## config.mk

```make
export PLATFORM = sky130hd
export DESIGN_NAME = ray_march_circle_occluder_flat
export DESIGN_NICKNAME = d
export VERILOG_FILES = /design/src/hw/rtl/rmc_pkg.sv /design/src/hw/rtl/rmc_in_if.sv /design/src/hw/rtl/rmc_out_if.sv /design/src/hw/rtl/rmc_cfg_if.sv /design/src/hw/rtl/rmc_cfg_regs.sv /design/src/hw/rtl/rmc_advance.sv /design/src/hw/rtl/rmc_geom.sv /design/src/hw/rtl/rmc_resolve.sv /design/src/hw/rtl/ray_march_circle_occluder.sv /design/src/flat_wrapper.sv
export SDC_FILE = /design/constraint.sdc
export NUM_CORES = 2
export LEC_CHECK = 0
export BUFFER_PORTS_ARGS = -buffer_cell sky130_fd_sc_hd__buf_2
export CORE_ASPECT_RATIO = 0.7
export CORE_MARGIN = 2
export CORE_UTILIZATION = 30
export DETAILED_ROUTE_END_ITERATION = 16
export PLACE_DENSITY_LB_ADDON = 0.25
export RECOVER_POWER = 25
export SLEW_MARGIN = 20
export SYNTH_ARGS = -nofsm -noshare
export SYNTH_HDL_FRONTEND = slang
export SYNTH_SLANG_ARGS = --single-unit
```

## constraint.sdc

```tcl
create_clock -name clk -period 12.5 [get_ports clk]
set_clock_uncertainty 0.15 [all_clocks]
set_input_delay 1.875 -clock clk [delete_from_list [all_inputs] [get_ports clk]]
set_output_delay 1.875 -clock clk [all_outputs]
set_load 0.02 [all_outputs]
```

## src/hw/rtl/rmc_pkg.sv

```systemverilog
// Shared types and constants for the ray march circle occluder.
// No dependencies; the config interface and every module of the block import this package.
`timescale 1ns / 1ps

package rmc_pkg;

  localparam int CFG_IDX_BITS = 3;

  typedef enum logic [CFG_IDX_BITS-1:0] {
    CFG_OBSTACLE_X      = 3'd0,
    CFG_OBSTACLE_Y      = 3'd1,
    CFG_OBSTACLE_RADIUS = 3'd2,
    CFG_SCREEN_WIDTH    = 3'd3,
    CFG_SCREEN_HEIGHT   = 3'd4
  } cfg_idx_t;

  localparam int RST_OBSTACLE_X      = 650;
  localparam int RST_OBSTACLE_Y      = 300;
  localparam int RST_OBSTACLE_RADIUS = 140;
  localparam int RST_SCREEN_WIDTH    = 1200;
  localparam int RST_SCREEN_HEIGHT   = 600;

  localparam logic MODE_LOAD = 1'b0;
  localparam logic MODE_STEP = 1'b1;

  typedef struct packed {
    logic valid;
    logic is_step;
  } rmc_ctl_t;

endpackage

```

## src/hw/rtl/rmc_in_if.sv

```systemverilog
// Input channel of the ray march block: valid/ready and one load or step item.
// Widths follow COORD_BITS and FRAC_BITS; no other dependencies.
`timescale 1ns / 1ps

interface rmc_in_if #(
  parameter int COORD_BITS = 12,
  parameter int FRAC_BITS  = 16
);
  logic                        valid;
  logic                        ready;
  logic                        mode;
  logic [COORD_BITS-1:0]       start_x;
  logic [COORD_BITS-1:0]       start_y;
  logic signed [FRAC_BITS+1:0] dir_x;
  logic signed [FRAC_BITS+1:0] dir_y;

  modport source (output valid, mode, start_x, start_y, dir_x, dir_y, input ready);
  modport sink   (input valid, mode, start_x, start_y, dir_x, dir_y, output ready);
endinterface

```

## src/hw/rtl/rmc_out_if.sv

```systemverilog
// Result channel of the ray march block: valid/ready and one pixel result.
// Widths follow COORD_BITS; no other dependencies.
`timescale 1ns / 1ps

interface rmc_out_if #(
  parameter int COORD_BITS = 12
);
  logic                         valid;
  logic                         ready;
  logic                         pixel_valid;
  logic signed [COORD_BITS+1:0] pixel_x;
  logic signed [COORD_BITS+1:0] pixel_y;
  logic                         hit;
  logic                         off_screen;
  logic                         ray_done;

  modport source (output valid, pixel_valid, pixel_x, pixel_y, hit, off_screen, ray_done,
                  input ready);
  modport sink   (input valid, pixel_valid, pixel_x, pixel_y, hit, off_screen, ray_done,
                  output ready);
endinterface

```

## src/hw/rtl/rmc_cfg_if.sv

```systemverilog
// Configuration write channel of the ray march block: valid/ready, index and data.
// Uses CFG_IDX_BITS from rmc_pkg.
`timescale 1ns / 1ps

interface rmc_cfg_if
  import rmc_pkg::*;
#(
  parameter int COORD_BITS = 12
);
  logic                    valid;
  logic                    ready;
  logic [CFG_IDX_BITS-1:0] index;
  logic [COORD_BITS:0]     data;

  modport source (output valid, index, data, input ready);
  modport sink   (input valid, index, data, output ready);
endinterface

```

## src/hw/rtl/rmc_cfg_regs.sv

```systemverilog
// Configuration registers for obstacle and screen bounds, plus the registered
// square of the obstacle radius. Depends on rmc_pkg.
`timescale 1ns / 1ps

module rmc_cfg_regs
  import rmc_pkg::*;
#(
  parameter int COORD_BITS = 12
) (
  input  logic                    clk,
  input  logic                    rst_n,
  input  logic                    cfg_valid,
  output logic                    cfg_ready,
  input  logic [CFG_IDX_BITS-1:0] cfg_index,
  input  logic [COORD_BITS:0]     cfg_data,
  output logic [COORD_BITS-1:0]   obstacle_x,
  output logic [COORD_BITS-1:0]   obstacle_y,
  output logic [COORD_BITS:0]     screen_width,
  output logic [COORD_BITS:0]     screen_height,
  output logic [2*COORD_BITS-1:0] obstacle_r2
);

  logic [COORD_BITS-1:0]   obstacle_x_r;
  logic [COORD_BITS-1:0]   obstacle_y_r;
  logic [COORD_BITS-1:0]   radius_r;
  logic [COORD_BITS:0]     screen_width_r;
  logic [COORD_BITS:0]     screen_height_r;
  logic [2*COORD_BITS-1:0] obstacle_r2_r;

  assign cfg_ready = 1'b1;

  always_ff @(posedge clk) begin
    if (!rst_n) begin
      obstacle_x_r    <= COORD_BITS'(RST_OBSTACLE_X);
      obstacle_y_r    <= COORD_BITS'(RST_OBSTACLE_Y);
      radius_r        <= COORD_BITS'(RST_OBSTACLE_RADIUS);
      screen_width_r  <= (COORD_BITS+1)'(RST_SCREEN_WIDTH);
      screen_height_r <= (COORD_BITS+1)'(RST_SCREEN_HEIGHT);
      obstacle_r2_r   <= (2*COORD_BITS)'(RST_OBSTACLE_RADIUS * RST_OBSTACLE_RADIUS);
    end else begin
      obstacle_r2_r <= (2*COORD_BITS)'(radius_r) * (2*COORD_BITS)'(radius_r);
      if (cfg_valid) begin
        case (cfg_idx_t'(cfg_index))
          CFG_OBSTACLE_X:      obstacle_x_r    <= cfg_data[COORD_BITS-1:0];
          CFG_OBSTACLE_Y:      obstacle_y_r    <= cfg_data[COORD_BITS-1:0];
          CFG_OBSTACLE_RADIUS: radius_r        <= cfg_data[COORD_BITS-1:0];
          CFG_SCREEN_WIDTH:    screen_width_r  <= cfg_data;
          CFG_SCREEN_HEIGHT:   screen_height_r <= cfg_data;
          default: ;
        endcase
      end
    end
  end

  assign obstacle_x    = obstacle_x_r;
  assign obstacle_y    = obstacle_y_r;
  assign screen_width  = screen_width_r;
  assign screen_height = screen_height_r;
  assign obstacle_r2   = obstacle_r2_r;

endmodule

```

## src/hw/rtl/rmc_advance.sv

```systemverilog
// Input stage: accepts load and step items and advances the ray position.
// The position register doubles as the stage payload. Depends on rmc_pkg.
`timescale 1ns / 1ps

module rmc_advance
  import rmc_pkg::*;
#(
  parameter int COORD_BITS = 12,
  parameter int FRAC_BITS  = 16
) (
  input  logic                                    clk,
  input  logic                                    rst_n,
  input  logic                                    in_valid,
  output logic                                    in_ready,
  input  logic                                    in_mode,
  input  logic [COORD_BITS-1:0]                   in_start_x,
  input  logic [COORD_BITS-1:0]                   in_start_y,
  input  logic signed [FRAC_BITS+1:0]             in_dir_x,
  input  logic signed [FRAC_BITS+1:0]             in_dir_y,
  input  logic                                    s1_ready,
  output rmc_ctl_t                                s1_ctl,
  output logic signed [COORD_BITS+FRAC_BITS+1:0]  pos_x,
  output logic signed [COORD_BITS+FRAC_BITS+1:0]  pos_y
);

  localparam int POS_BITS = COORD_BITS + FRAC_BITS + 2;
  localparam int DIR_BITS = FRAC_BITS + 2;

  rmc_ctl_t                   s1_ctl_r;
  logic signed [POS_BITS-1:0] pos_x_r, pos_x_nxt;
  logic signed [POS_BITS-1:0] pos_y_r, pos_y_nxt;
  logic signed [DIR_BITS-1:0] step_x_r, step_y_r;
  logic                       in_fire;

  assign in_ready = !s1_ctl_r.valid || s1_ready;
  assign in_fire  = in_valid && in_ready;

  always_comb begin
    if (in_mode == MODE_STEP) begin
      pos_x_nxt = pos_x_r + {{(POS_BITS-DIR_BITS){step_x_r[DIR_BITS-1]}}, step_x_r};
      pos_y_nxt = pos_y_r + {{(POS_BITS-DIR_BITS){step_y_r[DIR_BITS-1]}}, step_y_r};
    end else begin
      pos_x_nxt = {2'b00, in_start_x, {FRAC_BITS{1'b0}}};
      pos_y_nxt = {2'b00, in_start_y, {FRAC_BITS{1'b0}}};
    end
  end

  always_ff @(posedge clk) begin
    if (!rst_n) begin
      s1_ctl_r <= '0;
      pos_x_r  <= '0;
      pos_y_r  <= '0;
      step_x_r <= '0;
      step_y_r <= '0;
    end else begin
      if (in_ready) begin
        s1_ctl_r.valid   <= in_valid;
        s1_ctl_r.is_step <= in_mode;
      end
      if (in_fire) begin
        pos_x_r <= pos_x_nxt;
        pos_y_r <= pos_y_nxt;
        if (in_mode == MODE_LOAD) begin
          step_x_r <= in_dir_x;
          step_y_r <= in_dir_y;
        end
      end
    end
  end

  assign s1_ctl = s1_ctl_r;
  assign pos_x  = pos_x_r;
  assign pos_y  = pos_y_r;

endmodule

```

## src/hw/rtl/rmc_geom.sv

```systemverilog
// Geometry stage: screen bound test, pixel truncation and the squared offsets
// from the obstacle center. Depends on rmc_pkg.
`timescale 1ns / 1ps

module rmc_geom
  import rmc_pkg::*;
#(
  parameter int COORD_BITS = 12,
  parameter int FRAC_BITS  = 16
) (
  input  logic                                       clk,
  input  logic                                       rst_n,
  input  rmc_ctl_t                                   s1_ctl,
  output logic                                       s1_ready,
  input  logic signed [COORD_BITS+FRAC_BITS+1:0]     pos_x,
  input  logic signed [COORD_BITS+FRAC_BITS+1:0]     pos_y,
  input  logic [COORD_BITS-1:0]                      obstacle_x,
  input  logic [COORD_BITS-1:0]                      obstacle_y,
  input  logic [COORD_BITS:0]                        screen_width,
  input  logic [COORD_BITS:0]                        screen_height,
  input  logic                                       s2_ready,
  output rmc_ctl_t                                   s2_ctl,
  output logic [2*(COORD_BITS+FRAC_BITS+2)-1:0]      sq_x,
  output logic [2*(COORD_BITS+FRAC_BITS+2)-1:0]      sq_y,
  output logic                                       off_screen,
  output logic signed [COORD_BITS+1:0]               pixel_x,
  output logic signed [COORD_BITS+1:0]               pixel_y
);

  localparam int POS_BITS = COORD_BITS + FRAC_BITS + 2;
  localparam int PIX_BITS = COORD_BITS + 2;

  function automatic logic [PIX_BITS-1:0] trunc_pixel(input logic [POS_BITS-1:0] p);
    logic [POS_BITS-1:0] neg_p;
    logic [POS_BITS-1:0] mag_p;
    logic [PIX_BITS-1:0] q;
    neg_p = -p;
    mag_p = p[POS_BITS-1] ? neg_p : p;
    q     = mag_p[POS_BITS-1:FRAC_BITS];
    return p[POS_BITS-1] ? -q : q;
  endfunction

  rmc_ctl_t                   s2_ctl_r;
  logic [2*POS_BITS-1:0]      sq_x_r, sq_y_r, sq_x_nxt, sq_y_nxt;
  logic                       off_r, off_nxt;
  logic [PIX_BITS-1:0]        pixel_x_r, pixel_y_r;
  logic signed [POS_BITS:0]   dx, dy, neg_dx, neg_dy;
  logic [POS_BITS-1:0]        mag_x, mag_y;

  assign s1_ready = !s2_ctl_r.valid || s2_ready;

  assign dx     = {pos_x[POS_BITS-1], pos_x} - {3'b000, obstacle_x, {FRAC_BITS{1'b0}}};
  assign dy     = {pos_y[POS_BITS-1], pos_y} - {3'b000, obstacle_y, {FRAC_BITS{1'b0}}};
  assign neg_dx = -dx;
  assign neg_dy = -dy;
  assign mag_x  = dx[POS_BITS] ? neg_dx[POS_BITS-1:0] : dx[POS_BITS-1:0];
  assign mag_y  = dy[POS_BITS] ? neg_dy[POS_BITS-1:0] : dy[POS_BITS-1:0];

  assign sq_x_nxt = mag_x * mag_x;
  assign sq_y_nxt = mag_y * mag_y;

  assign off_nxt = pos_x[POS_BITS-1] || pos_y[POS_BITS-1] ||
                   (pos_x[POS_BITS-2:FRAC_BITS] >= screen_width) ||
                   (pos_y[POS_BITS-2:FRAC_BITS] >= screen_height);

  always_ff @(posedge clk) begin
    if (!rst_n) begin
      s2_ctl_r <= '0;
    end else if (s1_ready) begin
      s2_ctl_r <= s1_ctl;
    end
  end

  always_ff @(posedge clk) begin
    if (s1_ready && s1_ctl.valid) begin
      sq_x_r    <= sq_x_nxt;
      sq_y_r    <= sq_y_nxt;
      off_r     <= off_nxt;
      pixel_x_r <= trunc_pixel(pos_x);
      pixel_y_r <= trunc_pixel(pos_y);
    end
  end

  assign s2_ctl     = s2_ctl_r;
  assign sq_x       = sq_x_r;
  assign sq_y       = sq_y_r;
  assign off_screen = off_r;
  assign pixel_x    = pixel_x_r;
  assign pixel_y    = pixel_y_r;

endmodule

```

## src/hw/rtl/rmc_resolve.sv

```systemverilog
// Output stage: circle hit test, ray end tracking and the result register.
// Depends on rmc_pkg.
`timescale 1ns / 1ps

module rmc_resolve
  import rmc_pkg::*;
#(
  parameter int COORD_BITS = 12,
  parameter int FRAC_BITS  = 16
) (
  input  logic                                  clk,
  input  logic                                  rst_n,
  input  rmc_ctl_t                              s2_ctl,
  output logic                                  s2_ready,
  input  logic [2*(COORD_BITS+FRAC_BITS+2)-1:0] sq_x,
  input  logic [2*(COORD_BITS+FRAC_BITS+2)-1:0] sq_y,
  input  logic                                  off_screen,
  input  logic signed [COORD_BITS+1:0]          pixel_x,
  input  logic signed [COORD_BITS+1:0]          pixel_y,
  input  logic [2*COORD_BITS-1:0]               obstacle_r2,
  output logic                                  out_valid,
  input  logic                                  out_ready,
  output logic                                  out_pixel_valid,
  output logic signed [COORD_BITS+1:0]          out_pixel_x,
  output logic signed [COORD_BITS+1:0]          out_pixel_y,
  output logic                                  out_hit,
  output logic                                  out_off_screen,
  output logic                                  out_ray_done
);

  localparam int POS_BITS = COORD_BITS + FRAC_BITS + 2;
  localparam int PIX_BITS = COORD_BITS + 2;
  localparam int THR_PAD  = 2*POS_BITS + 1 - 2*COORD_BITS - 2*FRAC_BITS;

  logic [2*POS_BITS:0] dist_sq, thresh;
  logic                in_circle;
  logic                out_valid_r, finished_r, finished_nxt;
  logic                pixel_valid_r, pixel_valid_nxt;
  logic [PIX_BITS-1:0] pixel_x_r, pixel_x_nxt, pixel_y_r, pixel_y_nxt;
  logic                hit_r, hit_nxt, off_r, off_nxt, done_r, done_nxt;

  assign s2_ready  = !out_valid_r || out_ready;
  assign dist_sq   = {1'b0, sq_x} + {1'b0, sq_y};
  assign thresh    = {{THR_PAD{1'b0}}, obstacle_r2, {(2*FRAC_BITS){1'b0}}};
  assign in_circle = dist_sq <= thresh;

  always_comb begin
    pixel_valid_nxt = 1'b0;
    pixel_x_nxt     = '0;
    pixel_y_nxt     = '0;
    hit_nxt         = 1'b0;
    off_nxt         = 1'b0;
    done_nxt        = 1'b0;
    finished_nxt    = finished_r;
    if (!s2_ctl.is_step) begin
      finished_nxt = 1'b0;
    end else if (finished_r) begin
      done_nxt = 1'b1;
    end else begin
      pixel_valid_nxt = 1'b1;
      pixel_x_nxt     = pixel_x;
      pixel_y_nxt     = pixel_y;
      hit_nxt         = in_circle;
      off_nxt         = off_screen;
      finished_nxt    = in_circle || off_screen;
      done_nxt        = finished_nxt;
    end
  end

  always_ff @(posedge clk) begin
    if (!rst_n) begin
      out_valid_r <= 1'b0;
      finished_r  <= 1'b1;
    end else if (s2_ready) begin
      out_valid_r <= s2_ctl.valid;
      if (s2_ctl.valid) begin
        finished_r <= finished_nxt;
      end
    end
  end

  always_ff @(posedge clk) begin
    if (s2_ready && s2_ctl.valid) begin
      pixel_valid_r <= pixel_valid_nxt;
      pixel_x_r     <= pixel_x_nxt;
      pixel_y_r     <= pixel_y_nxt;
      hit_r         <= hit_nxt;
      off_r         <= off_nxt;
      done_r        <= done_nxt;
    end
  end

  assign out_valid       = out_valid_r;
  assign out_pixel_valid = pixel_valid_r;
  assign out_pixel_x     = pixel_x_r;
  assign out_pixel_y     = pixel_y_r;
  assign out_hit         = hit_r;
  assign out_off_screen  = off_r;
  assign out_ray_done    = done_r;

`ifndef SYNTHESIS
  a_end_flags_done: assert property (@(posedge clk) disable iff (!rst_n)
    out_valid_r && pixel_valid_r && (hit_r || off_r) |-> done_r)
    else $error("Hit or off-screen pixel without ray_done.");

  a_done_matches_state: assert property (@(posedge clk) disable iff (!rst_n)
    out_valid_r && done_r |-> finished_r)
    else $error("Result reports ray_done while a ray is still active.");

  a_load_opens_ray: assert property (@(posedge clk) disable iff (!rst_n)
    out_valid_r && !pixel_valid_r && !done_r |-> !finished_r)
    else $error("Load result left the ray marked finished.");
`endif

endmodule

```

## src/hw/rtl/ray_march_circle_occluder.sv

```systemverilog
// Top level of the fixed-step ray march with a circular occluder.
// Depends on rmc_pkg, the three channel interfaces and the rmc_* stages.
`timescale 1ns / 1ps

// Usage:
// The input channel takes one item per transfer. A load item (mode 0) sets the
// ray origin in whole pixels and its direction in signed fixed point; a step item
// (mode 1) advances the ray by one direction vector. Every item yields exactly one
// result on the output channel, in order: a load gives an all-zero result, a step
// gives the truncated pixel with its hit, off_screen and ray_done flags, and a step
// after the ray has ended gives pixel_valid low with ray_done high.
// The configuration channel is always ready and writes one register per transfer;
// it is meant to be used while no item is in flight.
// An item passes the advance, geometry and resolve registers on its way to the
// output, and one item per cycle is sustained while the receiver is ready. The rate
// is set by the position adder, which closes its loop through the position
// register; the squares and the circle compare are in the two stages behind it.
// Reset loads the default obstacle and screen settings and leaves no active ray.
// When the receiver stalls, each stage holds its item, and the block keeps taking
// input until all three stages are full.

module ray_march_circle_occluder
  import rmc_pkg::*;
#(
  parameter int COORD_BITS = 12,
  parameter int FRAC_BITS  = 16
) (
  input  logic   clk,
  input  logic   rst_n,
  rmc_in_if.sink   in_chan,
  rmc_out_if.source out_chan,
  rmc_cfg_if.sink  cfg_chan
);

  localparam int POS_BITS = COORD_BITS + FRAC_BITS + 2;

  logic [COORD_BITS-1:0]      obstacle_x, obstacle_y;
  logic [COORD_BITS:0]        screen_width, screen_height;
  logic [2*COORD_BITS-1:0]    obstacle_r2;
  rmc_ctl_t                   s1_ctl, s2_ctl;
  logic                       s1_ready, s2_ready;
  logic signed [POS_BITS-1:0] pos_x, pos_y;
  logic [2*POS_BITS-1:0]      sq_x, sq_y;
  logic                       off_screen;
  logic signed [COORD_BITS+1:0] pixel_x, pixel_y;

  rmc_cfg_regs #(.COORD_BITS(COORD_BITS)) u_cfg (
    .clk          (clk),
    .rst_n        (rst_n),
    .cfg_valid    (cfg_chan.valid),
    .cfg_ready    (cfg_chan.ready),
    .cfg_index    (cfg_chan.index),
    .cfg_data     (cfg_chan.data),
    .obstacle_x   (obstacle_x),
    .obstacle_y   (obstacle_y),
    .screen_width (screen_width),
    .screen_height(screen_height),
    .obstacle_r2  (obstacle_r2)
  );

  rmc_advance #(.COORD_BITS(COORD_BITS), .FRAC_BITS(FRAC_BITS)) u_advance (
    .clk       (clk),
    .rst_n     (rst_n),
    .in_valid  (in_chan.valid),
    .in_ready  (in_chan.ready),
    .in_mode   (in_chan.mode),
    .in_start_x(in_chan.start_x),
    .in_start_y(in_chan.start_y),
    .in_dir_x  (in_chan.dir_x),
    .in_dir_y  (in_chan.dir_y),
    .s1_ready  (s1_ready),
    .s1_ctl    (s1_ctl),
    .pos_x     (pos_x),
    .pos_y     (pos_y)
  );

  rmc_geom #(.COORD_BITS(COORD_BITS), .FRAC_BITS(FRAC_BITS)) u_geom (
    .clk          (clk),
    .rst_n        (rst_n),
    .s1_ctl       (s1_ctl),
    .s1_ready     (s1_ready),
    .pos_x        (pos_x),
    .pos_y        (pos_y),
    .obstacle_x   (obstacle_x),
    .obstacle_y   (obstacle_y),
    .screen_width (screen_width),
    .screen_height(screen_height),
    .s2_ready     (s2_ready),
    .s2_ctl       (s2_ctl),
    .sq_x         (sq_x),
    .sq_y         (sq_y),
    .off_screen   (off_screen),
    .pixel_x      (pixel_x),
    .pixel_y      (pixel_y)
  );

  rmc_resolve #(.COORD_BITS(COORD_BITS), .FRAC_BITS(FRAC_BITS)) u_resolve (
    .clk            (clk),
    .rst_n          (rst_n),
    .s2_ctl         (s2_ctl),
    .s2_ready       (s2_ready),
    .sq_x           (sq_x),
    .sq_y           (sq_y),
    .off_screen     (off_screen),
    .pixel_x        (pixel_x),
    .pixel_y        (pixel_y),
    .obstacle_r2    (obstacle_r2),
    .out_valid      (out_chan.valid),
    .out_ready      (out_chan.ready),
    .out_pixel_valid(out_chan.pixel_valid),
    .out_pixel_x    (out_chan.pixel_x),
    .out_pixel_y    (out_chan.pixel_y),
    .out_hit        (out_chan.hit),
    .out_off_screen (out_chan.off_screen),
    .out_ray_done   (out_chan.ray_done)
  );

endmodule
```

## src/flat_wrapper.sv

```systemverilog
// flat-port wrapper written by rule: the top's interface ports become plain ports
module ray_march_circle_occluder_flat import rmc_pkg::*;
#(
  parameter int COORD_BITS = 12,
  parameter int FRAC_BITS  = 16
)
  (clk, rst_n, in_chan_valid, in_chan_mode, in_chan_start_x, in_chan_start_y, in_chan_dir_x, in_chan_dir_y, in_chan_ready, out_chan_valid, out_chan_pixel_valid, out_chan_pixel_x, out_chan_pixel_y, out_chan_hit, out_chan_off_screen, out_chan_ray_done, out_chan_ready, cfg_chan_valid, cfg_chan_index, cfg_chan_data, cfg_chan_ready);
  rmc_in_if #(.COORD_BITS(COORD_BITS), .FRAC_BITS(FRAC_BITS)) in_chan_i ();
  rmc_out_if #(.COORD_BITS(COORD_BITS)) out_chan_i ();
  rmc_cfg_if #(.COORD_BITS(COORD_BITS)) cfg_chan_i ();
  input  logic clk;
  input  logic rst_n;
  input wire logic [$bits(in_chan_i.valid)-1:0] in_chan_valid;
  input wire logic [$bits(in_chan_i.mode)-1:0] in_chan_mode;
  input wire logic [$bits(in_chan_i.start_x)-1:0] in_chan_start_x;
  input wire logic [$bits(in_chan_i.start_y)-1:0] in_chan_start_y;
  input wire logic [$bits(in_chan_i.dir_x)-1:0] in_chan_dir_x;
  input wire logic [$bits(in_chan_i.dir_y)-1:0] in_chan_dir_y;
  output wire logic [$bits(in_chan_i.ready)-1:0] in_chan_ready;
  output wire logic [$bits(out_chan_i.valid)-1:0] out_chan_valid;
  output wire logic [$bits(out_chan_i.pixel_valid)-1:0] out_chan_pixel_valid;
  output wire logic [$bits(out_chan_i.pixel_x)-1:0] out_chan_pixel_x;
  output wire logic [$bits(out_chan_i.pixel_y)-1:0] out_chan_pixel_y;
  output wire logic [$bits(out_chan_i.hit)-1:0] out_chan_hit;
  output wire logic [$bits(out_chan_i.off_screen)-1:0] out_chan_off_screen;
  output wire logic [$bits(out_chan_i.ray_done)-1:0] out_chan_ray_done;
  input wire logic [$bits(out_chan_i.ready)-1:0] out_chan_ready;
  input wire logic [$bits(cfg_chan_i.valid)-1:0] cfg_chan_valid;
  input wire logic [$bits(cfg_chan_i.index)-1:0] cfg_chan_index;
  input wire logic [$bits(cfg_chan_i.data)-1:0] cfg_chan_data;
  output wire logic [$bits(cfg_chan_i.ready)-1:0] cfg_chan_ready;
  assign in_chan_i.valid = in_chan_valid;
  assign in_chan_i.mode = in_chan_mode;
  assign in_chan_i.start_x = in_chan_start_x;
  assign in_chan_i.start_y = in_chan_start_y;
  assign in_chan_i.dir_x = in_chan_dir_x;
  assign in_chan_i.dir_y = in_chan_dir_y;
  assign in_chan_ready = in_chan_i.ready;
  assign out_chan_valid = out_chan_i.valid;
  assign out_chan_pixel_valid = out_chan_i.pixel_valid;
  assign out_chan_pixel_x = out_chan_i.pixel_x;
  assign out_chan_pixel_y = out_chan_i.pixel_y;
  assign out_chan_hit = out_chan_i.hit;
  assign out_chan_off_screen = out_chan_i.off_screen;
  assign out_chan_ray_done = out_chan_i.ray_done;
  assign out_chan_i.ready = out_chan_ready;
  assign cfg_chan_i.valid = cfg_chan_valid;
  assign cfg_chan_i.index = cfg_chan_index;
  assign cfg_chan_i.data = cfg_chan_data;
  assign cfg_chan_ready = cfg_chan_i.ready;
  ray_march_circle_occluder #(.COORD_BITS(COORD_BITS), .FRAC_BITS(FRAC_BITS)) u_core (.clk(clk), .rst_n(rst_n), .in_chan(in_chan_i), .out_chan(out_chan_i), .cfg_chan(cfg_chan_i));
endmodule
```

==> impl_results.md <==
- Pin count of the biggest net entering global routing: 76
- DRT Wirelength: around 250000 um
- Main flop type after synthesis: dfxtp_1
- Post-detailed-route wirelength per cell: 21.4 um
- Total setup violations reported at the end of the flow: 0
- DIE AREA: approximately 260000 um^2
- Number of buffer cells added on primary ports: around 120
- Yosys warning count: 0
- Max Clock Freq: 83.2 MHz
- Result of the run: complete, but fails checks
- Clk Tree Root Cell: clkbuf_16
- Htree depth: 2
- Global-route wire length before repair: 388000 um
- Effective utilization at floorplan: 0.302
- Initial antenna violation count: 9
- Placed cells: around 12000
- Async set-or-reset flop fraction in the synthesized netlist: 0
- Synth-to-layout area growth: 9.21%
- Class of the most critical hold timing path: reg2reg
- Detailed placer's ending HPWL: 213000 um
- Vertical die dimension: approximately 430 um
- CTS tree: yes
- Mean Syn Cell Area: between 9 and 10 um^2
- Share of post-route cells with drive strength above 1: 0.0538
- Register cell area after layout: just over 9000 um^2
- Number of hold violations in the final report: 0
- Nature of the critical path startpoint: flop
- Pins over their slew limit: around 160
- Combined area of the multi-input logic cells: approximately 60000 um^2
- Minimum clock period after layout: approximately 12000 ps
- Residual overflow from global routing: 0
- Synthesized netlist cell count: roughly 8400
- Synthesized flop and latch total: around 370
- Iteration-0 DRC Markers: roughly 4500
- Clock buffer depth: 3
- Top fanout value on the critical path: 12
- Clock latency on the worst-skew pair: between 600 and 700 ps
- Master of the slowest instance on the critical path: fa_1
- I/O pin cnt: around 120
- CTS clk-pin slew, worst paths: 70 ps
- Worst slew pin tran: 2930 ps
- Remaining max-slew budget at the tightest pin: -0.954
- RSZ-0062 raised after global routing: yes
- Number of enable flip-flop cells after synthesis: between 150 and 200
- Ratio of final minimum period to clock period: 0.962
- Std cell rows: approximately 150
- Unique masters post-synth: 85
- Max-capacitance violation count: 5
- Final nets: between 10000 and 15000
- Sinks on Clock Net: 366
- Residual DRC count: 0
- Worst Path Required: about 13000 ps
- Worst setup EP type: flop
- Vias in the first global route: 60900
- Crit-path most repeated cell: fa_1
- Final total negative setup slack: 0 ps
- Non-Filler Instances: 11800
- Kind of critical path: reg2reg
- Die width: a little over 600 um
- Antenna Nets Post-Route: 0
- Hold WS: between 300 and 400 ps
- Arrival time at the worst endpoint: roughly 12000 ps
- Number of vias per cell: just under 5
- Iteration count of the initial detailed-routing pass: 5
- Placer's final routability congestion estimate: approximately 0.94
- Sequential-to-total area share from yosys stat: 0.120
- Violations in the final reports: max-capacitance violations, max-slew violations
- Gr usage total: 0.199
- Slowest cell delay on critical path: about 550 ps
- Fill cells: ~26000
- Number of buffers added by the clock tree synthesis step: 42
- Via total after detailed routing: 57900
- Syn Nets: approximately 11000
- Cell area after synthesis: ~76000 um^2
- Floorplan Core Area: 252000 um^2
layout make-up:
cell class,count,share of cell area
clock inverter,32,0.00508
antenna,2,0.0000603
inverter,1890,0.0856
sequential,366,0.110
clock buffer,46,0.0131
tap,3354,0.0506
timing repair buffer,304,0.0243
multi-input combinational,5842,0.711
worst paths after layout:
check,from,to,slack [ps],depth (start not counted)
worst min-delay path,u_core.u_cfg.obstacle_y[11]$_SDFFE_PN0P_,u_core.u_cfg.obstacle_y[11]$_SDFFE_PN0P_,310,2
worst max-delay path,u_core.u_advance.pos_x[16]$_SDFFE_PN0P_,u_core.u_geom.sq_x[59]$_DFFE_PP_,480,41
worst min register to register,u_core.u_cfg.obstacle_y[11]$_SDFFE_PN0P_,u_core.u_cfg.obstacle_y[11]$_SDFFE_PN0P_,310,2
worst max register to register,u_core.u_advance.pos_x[16]$_SDFFE_PN0P_,u_core.u_geom.sq_x[59]$_DFFE_PP_,480,41
per-stage QoR:
step / instance area (um^2) / util / setup WS [ps]
final: 83000 / 0.330 / 479
after global routing: 83000 / 0.330 / -32.8
after CTS: 82900 / 0.329 / 133
after detailed placement: 81400 / 0.323 / 244
after global placement: 81400 / 0.323 / 16.0
after floorplan: 76000 / - / 1440
cell usage in the layout (no fill, tap or decap), drive strengths merged, types with 187 or more instances in the layout:
| cell type | count |
|---|---|
| a21oi | 373 |
| inv | 1878 |
| nand2 | 925 |
| ha | 745 |
| nor2 | 598 |
| buf | 291 |
| xnor2 | 229 |
| fa | 1475 |
| o21ai | 212 |
| dfxtp | 187 |
registers in the layout, summed over array words and instances, names as in the netlist, 18 cells and up:
signal	flops
u_core.u_geom.sq_y	59
u_core.u_advance.step_y_r	18
u_core.u_advance.pos_y	30
u_core.u_advance.step_x_r	18
u_core.u_cfg.obstacle_r2	23
u_core.u_geom.sq_x	59
u_core.u_advance.pos_x	30
kinds of logic (layout without fill, tap and decap cells):
family	after synthesis	in the layout	synth area share
AO/OA/AOI/OAI	1136	1136	0.0949
XOR/XNOR	353	353	0.0407
AND/OR/NAND/NOR	2097	2097	0.121
buffers and inverters	2171	2272	0.107
adder cells (fa/ha/maj)	2220	2220	0.511
multiplexers	35	35	0.00468
flip-flops	366	366	0.120
other	1	3	0.0000493
repair_timing:
action | 4_1_cts | 5_1_grt
resized for setup | 0 | 14
hold buffers | 0 | 0
endpoints found under the setup margin | 0 | 23
setup buffers | 0 | 4
hold endpoints to repair | 0 | 0
critical path, delay by kind of cell (launching register included):
kind | cells | cell delay (ps)
compound gates | 10 | 2290
xor+xnor | 2 | 440
simple gates | 9 | 2550
fa+ha+maj | 11 | 4800
flops | 1 | 310
buf+inv | 9 | 1140
routing by layer:
| layer | vias to the layer above | part of all wire | wire length (um) | GRT usage |
|---|---|---|---|---|
| li1 | 26300 | - | - | - |
| met1 | 29500 | 0.50 | 127000 | 0.313 |
| met2 | 1873 | 0.41 | 104000 | 0.290 |
| met3 | 197 | 0.074 | 18700 | 0.0327 |
| met4 | 2 | 0.014 | 3460 | 0.0251 |
| met5 | - | 0.000051 | 13 | 0 |
cell usage after synthesis, types with 40 or more instances:
cell	number	area share
inv_1	1871	0.092
fa_1	1475	0.39
nand2_1	925	0.046
ha_1	745	0.12
nor2_1	598	0.030
a21oi_1	372	0.024
clkbuf_1	258	0.013
xnor2_1	229	0.026
o21ai_0	207	0.014
dfxtp_1	187	0.049
edfxtp_1	179	0.071
a21o_1	146	0.014
xor2_1	124	0.014
and2_1	109	0.0090
nand3_1	98	0.0065
nor3_1	74	0.0049
nand4_1	47	0.0039
o21a_1	47	0.0046
nor2b_1	46	0.0038
a31oi_1	43	0.0035
nand2b_1	41	0.0034
o211ai_1	41	0.0041
a211oi_1	40	0.0040
Power is not shown: default switching activity piles up to over one toggle a cycle in this logic, so the estimate is an artifact.
